===== src/sv/y2r_pkg.sv =====
`default_nettype none

package y2r_pkg;

    // One byte of a sample or of a color channel.
    typedef logic [7:0] t_byte;

    // Number of pixels in one 2x2 block.
    localparam int NPIX = 4;

    // BT.601 coefficients, scaled by 65536.
    localparam logic [16:0]        C_Y   = 17'd76310;
    localparam logic signed [18:0] C_R_V = 19'sd104635;
    localparam logic signed [18:0] C_G_U = -19'sd25690;
    localparam logic signed [18:0] C_G_V = -19'sd53294;
    localparam logic signed [18:0] C_B_U = 19'sd132278;

    // Offset removed from luma before scaling.
    localparam t_byte Y_OFS = 8'd16;

    // Scaled luma term: 76310 * 239 fits in 25 bits.
    typedef logic [24:0] t_luma_p;
    // Scaled chroma term: 132278 * -128 needs 26 signed bits.
    typedef logic signed [25:0] t_chroma_p;
    // Channel sum before saturation.
    typedef logic signed [26:0] t_sum;

    // Input block as it enters the pipeline.
    typedef struct packed {
        logic [NPIX-1:0][7:0] luma;
        t_byte                u;
        t_byte                v;
    } t_yuv;

    // After offset removal: clamped luma and signed chroma.
    typedef struct packed {
        logic [NPIX-1:0][7:0] y;
        logic signed [7:0]    u;
        logic signed [7:0]    v;
    } t_prep;

    // After the multipliers.
    typedef struct packed {
        logic [NPIX-1:0][24:0] l;
        t_chroma_p             rv;
        t_chroma_p             gu;
        t_chroma_p             gv;
        t_chroma_p             bu;
    } t_prod;

    // Chroma terms in output byte order.
    typedef struct packed {
        logic [NPIX-1:0][24:0] l;
        t_chroma_p             c_first;
        t_chroma_p             c_grn;
        t_chroma_p             c_third;
    } t_mix;

    // Four pixels, three bytes each; byte 0 is the first byte.
    typedef struct packed {
        logic [NPIX-1:0][2:0][7:0] px;
    } t_rgb;

    // Saturate a channel sum to a byte: above 0xffffff gives 255, a
    // negative sum or one up to 0xffff gives 0, otherwise bits 23..16.
    function automatic t_byte sat_byte(input t_sum s);
        t_byte b;
        if (s[26]) begin
            b = '0;
        end else if (s[25:24] != 2'b00) begin
            b = 8'hff;
        end else begin
            b = s[23:16];
        end
        return b;
    endfunction

endpackage

`default_nettype wire


===== src/sv/y2r_if.sv =====
`default_nettype none

// Channel carrying one 4:2:0 block per beat.
interface y2r_in_if;
    logic       valid;
    logic       ready;
    logic [7:0] luma_top_left;
    logic [7:0] luma_top_right;
    logic [7:0] luma_bottom_left;
    logic [7:0] luma_bottom_right;
    logic [7:0] chroma_u;
    logic [7:0] chroma_v;

    modport source (
        output valid, luma_top_left, luma_top_right, luma_bottom_left,
               luma_bottom_right, chroma_u, chroma_v,
        input  ready
    );
    modport sink (
        input  valid, luma_top_left, luma_top_right, luma_bottom_left,
               luma_bottom_right, chroma_u, chroma_v,
        output ready
    );
endinterface

// Channel carrying four 24-bit pixels per beat.
interface y2r_out_if;
    logic       valid;
    logic       ready;
    logic [7:0] tl_first;
    logic [7:0] tl_second;
    logic [7:0] tl_third;
    logic [7:0] tr_first;
    logic [7:0] tr_second;
    logic [7:0] tr_third;
    logic [7:0] bl_first;
    logic [7:0] bl_second;
    logic [7:0] bl_third;
    logic [7:0] br_first;
    logic [7:0] br_second;
    logic [7:0] br_third;

    modport source (
        output valid, tl_first, tl_second, tl_third, tr_first, tr_second,
               tr_third, bl_first, bl_second, bl_third, br_first, br_second,
               br_third,
        input  ready
    );
    modport sink (
        input  valid, tl_first, tl_second, tl_third, tr_first, tr_second,
               tr_third, bl_first, bl_second, bl_third, br_first, br_second,
               br_third,
        output ready
    );
endinterface

`default_nettype wire


===== src/sv/yuv420_to_rgb24_block.sv =====
// Channel   Dir  Beat contents
// i_yuv     in   four luma samples of a 2x2 block, shared chroma_u, chroma_v
// o_rgb     out  four pixels, bytes first/second/third (R,G,B or B,G,R)
// i_cfg_*   in   blue_first, one bit, written when i_cfg_we is high
//
// One block enters per cycle while i_yuv.ready is high; an accepted block
// reaches o_rgb.valid through the four register stages (offset, multiply,
// chroma mix, sum and saturate). Synchronous active-low reset empties the
// pipeline and sets blue_first to 1. A stall on o_rgb holds each full stage
// with no gap after it; i_yuv.ready stays high while any stage has room.
`default_nettype none

module yuv420_to_rgb24_block (
    input  wire logic i_clk,
    input  wire logic i_rst_n,
    y2r_in_if.sink    i_yuv,
    y2r_out_if.source o_rgb,
    input  wire logic i_cfg_we,
    input  wire logic i_cfg_wdata
);
    import y2r_pkg::*;

    logic  r_blue_first;
    t_yuv  w_yuv;
    logic  w_v2;
    logic  w_r2;
    t_prod w_prod;
    logic  w_v3;
    logic  w_r3;
    t_mix  w_mix;
    t_rgb  w_rgb;

    // Byte order register.
    always_ff @(posedge i_clk) begin
        if (!i_rst_n) begin
            r_blue_first <= 1'b1;
        end else if (i_cfg_we) begin
            r_blue_first <= i_cfg_wdata;
        end
    end

    // Gather the input beat.
    assign w_yuv.luma[0] = i_yuv.luma_top_left;
    assign w_yuv.luma[1] = i_yuv.luma_top_right;
    assign w_yuv.luma[2] = i_yuv.luma_bottom_left;
    assign w_yuv.luma[3] = i_yuv.luma_bottom_right;
    assign w_yuv.u       = i_yuv.chroma_u;
    assign w_yuv.v       = i_yuv.chroma_v;

    y2r_prod u_prod (
        .i_clk   (i_clk),
        .i_rst_n (i_rst_n),
        .i_vld   (i_yuv.valid),
        .o_rdy   (i_yuv.ready),
        .i_yuv   (w_yuv),
        .o_vld   (w_v2),
        .i_rdy   (w_r2),
        .o_prod  (w_prod)
    );

    y2r_mix u_mix (
        .i_clk        (i_clk),
        .i_rst_n      (i_rst_n),
        .i_blue_first (r_blue_first),
        .i_vld        (w_v2),
        .o_rdy        (w_r2),
        .i_prod       (w_prod),
        .o_vld        (w_v3),
        .i_rdy        (w_r3),
        .o_mix        (w_mix)
    );

    y2r_sat u_sat (
        .i_clk   (i_clk),
        .i_rst_n (i_rst_n),
        .i_vld   (w_v3),
        .o_rdy   (w_r3),
        .i_mix   (w_mix),
        .o_vld   (o_rgb.valid),
        .i_rdy   (o_rgb.ready),
        .o_rgb   (w_rgb)
    );

    // Spread the output beat over the channel fields.
    assign o_rgb.tl_first  = w_rgb.px[0][0];
    assign o_rgb.tl_second = w_rgb.px[0][1];
    assign o_rgb.tl_third  = w_rgb.px[0][2];
    assign o_rgb.tr_first  = w_rgb.px[1][0];
    assign o_rgb.tr_second = w_rgb.px[1][1];
    assign o_rgb.tr_third  = w_rgb.px[1][2];
    assign o_rgb.bl_first  = w_rgb.px[2][0];
    assign o_rgb.bl_second = w_rgb.px[2][1];
    assign o_rgb.bl_third  = w_rgb.px[2][2];
    assign o_rgb.br_first  = w_rgb.px[3][0];
    assign o_rgb.br_second = w_rgb.px[3][1];
    assign o_rgb.br_third  = w_rgb.px[3][2];

endmodule

`default_nettype wire


===== src/sv/y2r_prod.sv =====
`default_nettype none

// Stages 1 and 2: offset removal, then the luma and chroma multipliers.
module y2r_prod (
    input  wire logic          i_clk,
    input  wire logic          i_rst_n,
    input  wire logic          i_vld,
    output logic               o_rdy,
    input  wire y2r_pkg::t_yuv i_yuv,
    output logic               o_vld,
    input  wire logic          i_rdy,
    output y2r_pkg::t_prod     o_prod
);
    import y2r_pkg::*;

    logic  r_v1;
    t_prep r_p1;
    t_prep n_p1;
    logic  rdy1;

    logic  r_v2;
    t_prod r_p2;
    t_prod n_p2;
    logic  rdy2;

    logic signed [27:0] w_rv;
    logic signed [27:0] w_gu;
    logic signed [27:0] w_gv;
    logic signed [27:0] w_bu;

    // A stage takes a new beat when it is empty or its beat moves on.
    assign rdy2  = !r_v2 || i_rdy;
    assign rdy1  = !r_v1 || rdy2;
    assign o_rdy = rdy1;

    // Luma below 16 clamps to zero; chroma minus 128 is the byte with its
    // top bit inverted.
    always_comb begin
        for (int k = 0; k < NPIX; k++) begin
            n_p1.y[k] = (i_yuv.luma[k] < Y_OFS) ? 8'd0 : (i_yuv.luma[k] - Y_OFS);
        end
        n_p1.u = {~i_yuv.u[7], i_yuv.u[6:0]};
        n_p1.v = {~i_yuv.v[7], i_yuv.v[6:0]};
    end

    // Products: one per luma sample and one per chroma coefficient.
    always_comb begin
        for (int k = 0; k < NPIX; k++) begin
            n_p2.l[k] = 25'(C_Y) * 25'(r_p1.y[k]);
        end
        w_rv = 28'(C_R_V) * 28'(r_p1.v);
        w_gu = 28'(C_G_U) * 28'(r_p1.u);
        w_gv = 28'(C_G_V) * 28'(r_p1.v);
        w_bu = 28'(C_B_U) * 28'(r_p1.u);
        n_p2.rv = w_rv[25:0];
        n_p2.gu = w_gu[25:0];
        n_p2.gv = w_gv[25:0];
        n_p2.bu = w_bu[25:0];
    end

    // Valid bits.
    always_ff @(posedge i_clk) begin
        if (!i_rst_n) begin
            r_v1 <= 1'b0;
            r_v2 <= 1'b0;
        end else begin
            if (rdy1) begin
                r_v1 <= i_vld;
            end
            if (rdy2) begin
                r_v2 <= r_v1;
            end
        end
    end

    // Payload registers load only with a beat.
    always_ff @(posedge i_clk) begin
        if (rdy1 && i_vld) begin
            r_p1 <= n_p1;
        end
        if (rdy2 && r_v1) begin
            r_p2 <= n_p2;
        end
    end

    assign o_vld  = r_v2;
    assign o_prod = r_p2;

endmodule

`default_nettype wire


===== src/sv/y2r_mix.sv =====
`default_nettype none

// Stage 3: green chroma sum and the red/blue order swap.
module y2r_mix (
    input  wire logic           i_clk,
    input  wire logic           i_rst_n,
    input  wire logic           i_blue_first,
    input  wire logic           i_vld,
    output logic                o_rdy,
    input  wire y2r_pkg::t_prod i_prod,
    output logic                o_vld,
    input  wire logic           i_rdy,
    output y2r_pkg::t_mix       o_mix
);
    import y2r_pkg::*;

    logic r_v3;
    t_mix r_p3;
    t_mix n_p3;

    assign o_rdy = !r_v3 || i_rdy;

    // Put the chroma terms in the order the bytes leave.
    always_comb begin
        n_p3.l       = i_prod.l;
        n_p3.c_grn   = i_prod.gu + i_prod.gv;
        n_p3.c_first = i_blue_first ? i_prod.bu : i_prod.rv;
        n_p3.c_third = i_blue_first ? i_prod.rv : i_prod.bu;
    end

    always_ff @(posedge i_clk) begin
        if (!i_rst_n) begin
            r_v3 <= 1'b0;
        end else if (o_rdy) begin
            r_v3 <= i_vld;
        end
    end

    always_ff @(posedge i_clk) begin
        if (o_rdy && i_vld) begin
            r_p3 <= n_p3;
        end
    end

    assign o_vld = r_v3;
    assign o_mix = r_p3;

endmodule

`default_nettype wire


===== src/sv/y2r_sat.sv =====
`default_nettype none

// Stage 4: channel sums, saturation and the output register.
module y2r_sat (
    input  wire logic          i_clk,
    input  wire logic          i_rst_n,
    input  wire logic          i_vld,
    output logic               o_rdy,
    input  wire y2r_pkg::t_mix i_mix,
    output logic               o_vld,
    input  wire logic          i_rdy,
    output y2r_pkg::t_rgb      o_rgb
);
    import y2r_pkg::*;

    logic r_v4;
    t_rgb r_p4;
    t_rgb n_p4;
    t_sum w_l;

    assign o_rdy = !r_v4 || i_rdy;

    // Add the luma term to each chroma term and clip to a byte.
    always_comb begin
        w_l = '0;
        for (int k = 0; k < NPIX; k++) begin
            w_l = t_sum'({2'b00, i_mix.l[k]});
            n_p4.px[k][0] = sat_byte(w_l + t_sum'(i_mix.c_first));
            n_p4.px[k][1] = sat_byte(w_l + t_sum'(i_mix.c_grn));
            n_p4.px[k][2] = sat_byte(w_l + t_sum'(i_mix.c_third));
        end
    end

    always_ff @(posedge i_clk) begin
        if (!i_rst_n) begin
            r_v4 <= 1'b0;
        end else if (o_rdy) begin
            r_v4 <= i_vld;
        end
    end

    always_ff @(posedge i_clk) begin
        if (o_rdy && i_vld) begin
            r_p4 <= n_p4;
        end
    end

    assign o_vld = r_v4;
    assign o_rgb = r_p4;

endmodule

`default_nettype wire


===== src/flat_wrapper.sv =====
// flat-port wrapper written by rule: the top's interface ports become plain ports
module yuv420_to_rgb24_block_flat import y2r_pkg::*;
  (i_clk, i_rst_n, i_cfg_we, i_cfg_wdata, i_yuv_valid, i_yuv_luma_top_left, i_yuv_luma_top_right, i_yuv_luma_bottom_left, i_yuv_luma_bottom_right, i_yuv_chroma_u, i_yuv_chroma_v, i_yuv_ready, o_rgb_valid, o_rgb_tl_first, o_rgb_tl_second, o_rgb_tl_third, o_rgb_tr_first, o_rgb_tr_second, o_rgb_tr_third, o_rgb_bl_first, o_rgb_bl_second, o_rgb_bl_third, o_rgb_br_first, o_rgb_br_second, o_rgb_br_third, o_rgb_ready);
  y2r_in_if i_yuv_i ();
  y2r_out_if o_rgb_i ();
  input  wire logic i_clk;
  input  wire logic i_rst_n;
  input  wire logic i_cfg_we;
  input  wire logic i_cfg_wdata;
  input wire logic [$bits(i_yuv_i.valid)-1:0] i_yuv_valid;
  input wire logic [$bits(i_yuv_i.luma_top_left)-1:0] i_yuv_luma_top_left;
  input wire logic [$bits(i_yuv_i.luma_top_right)-1:0] i_yuv_luma_top_right;
  input wire logic [$bits(i_yuv_i.luma_bottom_left)-1:0] i_yuv_luma_bottom_left;
  input wire logic [$bits(i_yuv_i.luma_bottom_right)-1:0] i_yuv_luma_bottom_right;
  input wire logic [$bits(i_yuv_i.chroma_u)-1:0] i_yuv_chroma_u;
  input wire logic [$bits(i_yuv_i.chroma_v)-1:0] i_yuv_chroma_v;
  output wire logic [$bits(i_yuv_i.ready)-1:0] i_yuv_ready;
  output wire logic [$bits(o_rgb_i.valid)-1:0] o_rgb_valid;
  output wire logic [$bits(o_rgb_i.tl_first)-1:0] o_rgb_tl_first;
  output wire logic [$bits(o_rgb_i.tl_second)-1:0] o_rgb_tl_second;
  output wire logic [$bits(o_rgb_i.tl_third)-1:0] o_rgb_tl_third;
  output wire logic [$bits(o_rgb_i.tr_first)-1:0] o_rgb_tr_first;
  output wire logic [$bits(o_rgb_i.tr_second)-1:0] o_rgb_tr_second;
  output wire logic [$bits(o_rgb_i.tr_third)-1:0] o_rgb_tr_third;
  output wire logic [$bits(o_rgb_i.bl_first)-1:0] o_rgb_bl_first;
  output wire logic [$bits(o_rgb_i.bl_second)-1:0] o_rgb_bl_second;
  output wire logic [$bits(o_rgb_i.bl_third)-1:0] o_rgb_bl_third;
  output wire logic [$bits(o_rgb_i.br_first)-1:0] o_rgb_br_first;
  output wire logic [$bits(o_rgb_i.br_second)-1:0] o_rgb_br_second;
  output wire logic [$bits(o_rgb_i.br_third)-1:0] o_rgb_br_third;
  input wire logic [$bits(o_rgb_i.ready)-1:0] o_rgb_ready;
  assign i_yuv_i.valid = i_yuv_valid;
  assign i_yuv_i.luma_top_left = i_yuv_luma_top_left;
  assign i_yuv_i.luma_top_right = i_yuv_luma_top_right;
  assign i_yuv_i.luma_bottom_left = i_yuv_luma_bottom_left;
  assign i_yuv_i.luma_bottom_right = i_yuv_luma_bottom_right;
  assign i_yuv_i.chroma_u = i_yuv_chroma_u;
  assign i_yuv_i.chroma_v = i_yuv_chroma_v;
  assign i_yuv_ready = i_yuv_i.ready;
  assign o_rgb_valid = o_rgb_i.valid;
  assign o_rgb_tl_first = o_rgb_i.tl_first;
  assign o_rgb_tl_second = o_rgb_i.tl_second;
  assign o_rgb_tl_third = o_rgb_i.tl_third;
  assign o_rgb_tr_first = o_rgb_i.tr_first;
  assign o_rgb_tr_second = o_rgb_i.tr_second;
  assign o_rgb_tr_third = o_rgb_i.tr_third;
  assign o_rgb_bl_first = o_rgb_i.bl_first;
  assign o_rgb_bl_second = o_rgb_i.bl_second;
  assign o_rgb_bl_third = o_rgb_i.bl_third;
  assign o_rgb_br_first = o_rgb_i.br_first;
  assign o_rgb_br_second = o_rgb_i.br_second;
  assign o_rgb_br_third = o_rgb_i.br_third;
  assign o_rgb_i.ready = o_rgb_ready;
  yuv420_to_rgb24_block u_core (.i_clk(i_clk), .i_rst_n(i_rst_n), .i_yuv(i_yuv_i), .o_rgb(o_rgb_i), .i_cfg_we(i_cfg_we), .i_cfg_wdata(i_cfg_wdata));
endmodule

===== config.mk =====
export PLATFORM = sky130hd
export DESIGN_NAME = yuv420_to_rgb24_block_flat
export DESIGN_NICKNAME = d
export VERILOG_FILES = /design/src/sv/y2r_pkg.sv /design/src/sv/y2r_if.sv /design/src/sv/yuv420_to_rgb24_block.sv /design/src/sv/y2r_prod.sv /design/src/sv/y2r_mix.sv /design/src/sv/y2r_sat.sv /design/src/flat_wrapper.sv
export SDC_FILE = /design/constraint.sdc
export NUM_CORES = 2
export LEC_CHECK = 0
export ABC_AREA = 0
export BUFFER_PORTS_ARGS = -buffer_cell sky130_fd_sc_hd__clkbuf_2
export CAP_MARGIN = 20
export CORE_ASPECT_RATIO = 1.4
export CORE_UTILIZATION = 45
export DETAILED_ROUTE_END_ITERATION = 6
export HOLD_SLACK_MARGIN = 0.1
export PLACE_DENSITY_LB_ADDON = 0.2
export SYNTH_ARGS = -nofsm -noshare
export SYNTH_HDL_FRONTEND = slang
export SYNTH_SLANG_ARGS = --single-unit

===== constraint.sdc =====
create_clock -name i_clk -period 39.6 [get_ports i_clk]
set_clock_uncertainty 0.2 [all_clocks]
set_input_delay 7.92 -clock i_clk [delete_from_list [all_inputs] [get_ports i_clk]]
set_output_delay 7.92 -clock i_clk [all_outputs]
set_load 0.03 [all_outputs]

==> results.md <==
- The flow ran to the end, and the final reports show no timing, DRC or antenna violations.
- The number of global-route vias before repair is between 20000 and 30000.
- The count of nets left with antenna violations once routing finished came out at 0.
- After routing the design area is 46800 sq um.
- Walking the worst path, the cells encountered are clkbuf_2 > nor2b_1 > and2_0 > nand3_1 > clkbuf_2.
- The number of slew-limit violations in the final report came to 0.
- Of all nets on the critical path, the largest fanout is 6.
- The min-delay analysis places its worst path in the category flip-flop to flip-flop.
- The final hold slack is 0.203 ns.
- TritonCTS built the clock tree.
- The critical path runs through a total of 5 cells.
- The placed instances occupy a cell area of roughly 45000 sq um.
- For this run, the leading register cell type out of synthesis is sky130_fd_sc_hd__edfxtp_1.
- Hold repair after CTS inserted 0 buffers.
- Clock-pin slew was measured on the worst setup and hold paths at 0.06 ns.
- Together, buffers and inverters on the worst path number 2.
- Wires add up to 106000 um.
- Detailed placement ended at an HPWL of 88100 um.
- The library cell occupying the most area in the post-synthesis netlist is sky130_fd_sc_hd__edfxtp_1.
- The area of the core region is ~94000 sq um.
- The clock tree buffer depth is 3.
- Summing over every cut layer, the via total after detailed routing is between 20000 and 30000.
- After the first detailed-routing iteration, the DRC count stood at roughly 1500.
- The met1 usage in global routing is 0.258.
- The largest net degree at the start of global routing is between 80 and 90.
- The number of enable-type register cells in the synthesized netlist is roughly 500.
- The slew of the pin with the lowest slew margin is ~1.0 ns.
- The aggregate negative setup slack is 0 ns.
- Counting cells, the worst reg-to-reg path comes to 18.
- The worst hold path was traced through 0 stages.
- VDD sags by at most slightly above 0.05 mV.
- The launching element type of the critical path is an input port.
- The share of cells above drive strength 1 is 0.0874.
- The instance count of the mapped netlist is 3768.
- The number of clock sinks seen by CTS is 510.
- The cell leakage power is between 20 and 25 nW.
- The critical path class is input port to primary output.
- The number of clock buffers inserted by TritonCTS is between 50 and 60.
- Of the post-synthesis cell area, the dominant cell type holds 0.357.
- The number of endpoints with negative hold slack in the final report is 0.
- The data arrival time at the worst-slack endpoint is slightly above 9 ns.
- The first global-routing pass estimated 164000 um of wire.
- The routed wirelength normalized by instance count is around 20 um.
- The library cell used most frequently in the layout, excluding fill and tap cells, is sky130_fd_sc_hd__ha_1.
- The post-cts gate resize count is 0.
- Pin placement for this block handled between 150 and 200 I/O pins.
- The post-synth net total is roughly 4800.
- The post-CTS setup buffer count is 0.
- The repair_antennas step left the layout with diodes totalling 0.
- The filler cells instantiated in the layout total roughly 8400.
- For met2 alone, demand over resource in global routing was 0.421.
- Across every metal layer, demand over resource in global routing totals 0.225.
- The total grt overflow is 0.
- The clock latency of the later-clocked register in the worst-skew pair is 0.64 ns.
- Of the available clock period, the critical path in the final layout requires 0.437.
- The die is 366 um tall.
- After the last flow step, the layout net total stands at 5014.
- In this run the number of H-tree levels came out at 2.
- The share of the Yosys chip area taken by registers is 0.359.
- The number of antenna violations at the first check in global routing came to 1.
- The post-layout minimum cycle time is 17.30 ns.
- In the post-synthesis netlist, the biggest area contributors are sky130_fd_sc_hd__edfxtp_1, sky130_fd_sc_hd__ha_1, sky130_fd_sc_hd__fa_1.
- A synthesized cell averages 11.3 sq um.
- For this run, design rule violations remaining after detail routing come to 0.
- The number of cells in the design after placement is roughly 5000.
- The busiest layer in global routing is met2.
- The number of port buffers is 151.
- The netlist uses 86 different library cells.
- After synthesis, the share of flip-flops with an asynchronous set or reset is 0.
- The reg2reg setup slack is approximately 33 ns.
- The synthesized cell area is around 42000 sq um.
- The die covers ~96000 sq um.
- The critical path required time is roughly 31 ns.
- The horizontal die dimension is roughly 260 um.
- The slowest stage cell on the critical path is sky130_fd_sc_hd__and2_0.
- The number of iterations in the first detailed-routing pass is 6.
- The finished layout holds about 5200 standard cells, fillers aside.
- Synthesis inferred slightly above 500 register bits.
- Setup repair after global routing left no endpoint under its margin.
- In this design, the critical path's most frequently occurring cell is sky130_fd_sc_hd__clkbuf_2.
- The highest cell delay on the worst timing path is between 0.5 and 0.6 ns.
- The register cell area after layout is around 15000 sq um.
- The initial cell density of the core is 0.454.
- In the global route stage, met3 resource usage came out at 0.0214.
- The top cell types in the final layout, fill and taps aside, are sky130_fd_sc_hd__ha_1, sky130_fd_sc_hd__edfxtp_1, sky130_fd_sc_hd__inv_1.
- For this run, the top clock speed supported by timing is slightly below 60 MHz.
- The relative slew slack is 0.309.
- The via-per-instance ratio is 5.52.
- The cell sitting at the root of the clock tree is a sky130_fd_sc_hd__clkbuf_16.
- The total number of yosys warnings is 0.
- The row count is between 100 and 150.
- The area occupied by multi-input gates is approximately 26000 sq um.
- STA classifies the critical path endpoint as a primary output.
- The family with the most delay on the worst path is simple AND/OR/NAND/NOR gates.
- The number of failing setup endpoints in the final timing report is 0.
- Power spread over the standard cell area amounts to between 60 and 70 nW/um^2.
- Relative to the synthesized area, the layout overhead comes to 10.0%.
- The final weighted congestion of routability-driven global placement is about 0.94.
- The number of max-cap violations is 0.
## through the flow
step / power [mW] / worst slack, ns / utilization
after CTS: 2.97 / 22.29 / 0.499
after global placement: 2.39 / 22.31 / 0.479
final: 2.94 / 22.30 / 0.499
after floorplan: 2.01 / 16.47 / -
after global routing: 3.18 / 22.20 / 0.499
after detailed placement: 2.41 / 22.31 / 0.479
## worst reg2reg max path, stage by stage (launching register included)
cell and delay [ns]:
sky130_fd_sc_hd__edfxtp_1 0.71, sky130_fd_sc_hd__inv_1 0.18, sky130_fd_sc_hd__ha_1 0.71, sky130_fd_sc_hd__fa_1 0.52, sky130_fd_sc_hd__ha_1 0.28, sky130_fd_sc_hd__inv_1 0.05, sky130_fd_sc_hd__fa_1 0.48, sky130_fd_sc_hd__inv_1 0.06
sky130_fd_sc_hd__ha_1 0.27, sky130_fd_sc_hd__a21o_1 0.18, sky130_fd_sc_hd__a21oi_1 0.29, sky130_fd_sc_hd__o2111ai_1 0.19, sky130_fd_sc_hd__a41oi_1 0.46, sky130_fd_sc_hd__o21ai_1 0.18, sky130_fd_sc_hd__o31ai_1 0.37, sky130_fd_sc_hd__a21oi_1 0.12
sky130_fd_sc_hd__a21o_1 0.22, sky130_fd_sc_hd__a221oi_1 0.28, sky130_fd_sc_hd__xnor2_1 0.10
## synthesized netlist by cell type, drive strengths merged, types with 14 or more instances
cell type and number:
o21a 67, nand2b 38, a211oi 37, nand2 133, xnor2 177, nor2b 47, a31oi 29, nand3 72
and2 19, or2 17, a211o 14, nor2 147, inv 444, ha 801, o211ai 15, fa 186
xor2 75, o21bai 28, mux2 51, and3 34, nor3 67, edfxtp 505, nand4 22, o21ai 126
clkbuf 17, a21oi 257, or3 16, a21o 114, nor3b 16
## per-layer routing
metal	vias to the layer above	routed length [um]
met1	14000	42700
met5	-	0
met3	181	3000
met2	520	55600
met4	0	5010
li1	14200	-
## kinds of logic after synthesis
family                   Yosys count  share of synthesized area
adder cells (fa/ha/maj)          987                      0.323
AO/OA/AOI/OAI                    835                      0.130
AND/OR/NAND/NOR                  661                     0.0784
flip-flops                       510                      0.359
buffers and inverters            464                     0.0410
XOR/XNOR                         252                     0.0519
multiplexers                      59                     0.0157
## cell type report
type                    instances  share of cell area
multi-input cells            2794               0.546
well taps                    1215              0.0325
clock buffers                  60              0.0298
repair buffers                167              0.0190
inverters                     446              0.0358
flip-flops and latches        510               0.326
clock inverters                40              0.0105
## flip-flops by register name, indices dropped and copies added (netlist names)
| register | flops |
|---|---|
| u_core.u_mix.o_vld | 1 |
| u_core.u_sat.o_vld | 1 |
| u_core.u_prod.o_prod | 190 |
| u_core.u_prod.r_v1 | 1 |
| u_core.u_prod.r_p1 | 48 |
| u_core.u_prod.o_vld | 1 |
| u_core.r_blue_first | 1 |
| u_core.u_sat.o_rgb | 96 |
| u_core.u_mix.o_mix | 171 |
## power breakdown
part	internal, mW	leakage [nW]	switching (mW)	total (mW)
clock	0.319	0.901	0.220	0.540
sequential	0.785	4.75	0.0776	0.862
combinational	0.672	15.4	0.863	1.54
## path summary, 6_finish.rpt
check / start / to
worst max-delay path: o_rgb_ready / i_yuv_ready
worst min-delay path: u_core.u_prod.o_prod[195]$_DFFE_PP_ / u_core.u_mix.o_mix[169]$_DFFE_PP_
worst max register to register: u_core.u_prod.r_p1[1]$_DFFE_PP_ / u_core.u_prod.o_prod[103]$_DFFE_PP_
worst min register to register: u_core.u_prod.o_prod[195]$_DFFE_PP_ / u_core.u_mix.o_mix[169]$_DFFE_PP_
No activity file was read; power rests on OpenSTA's default activity.
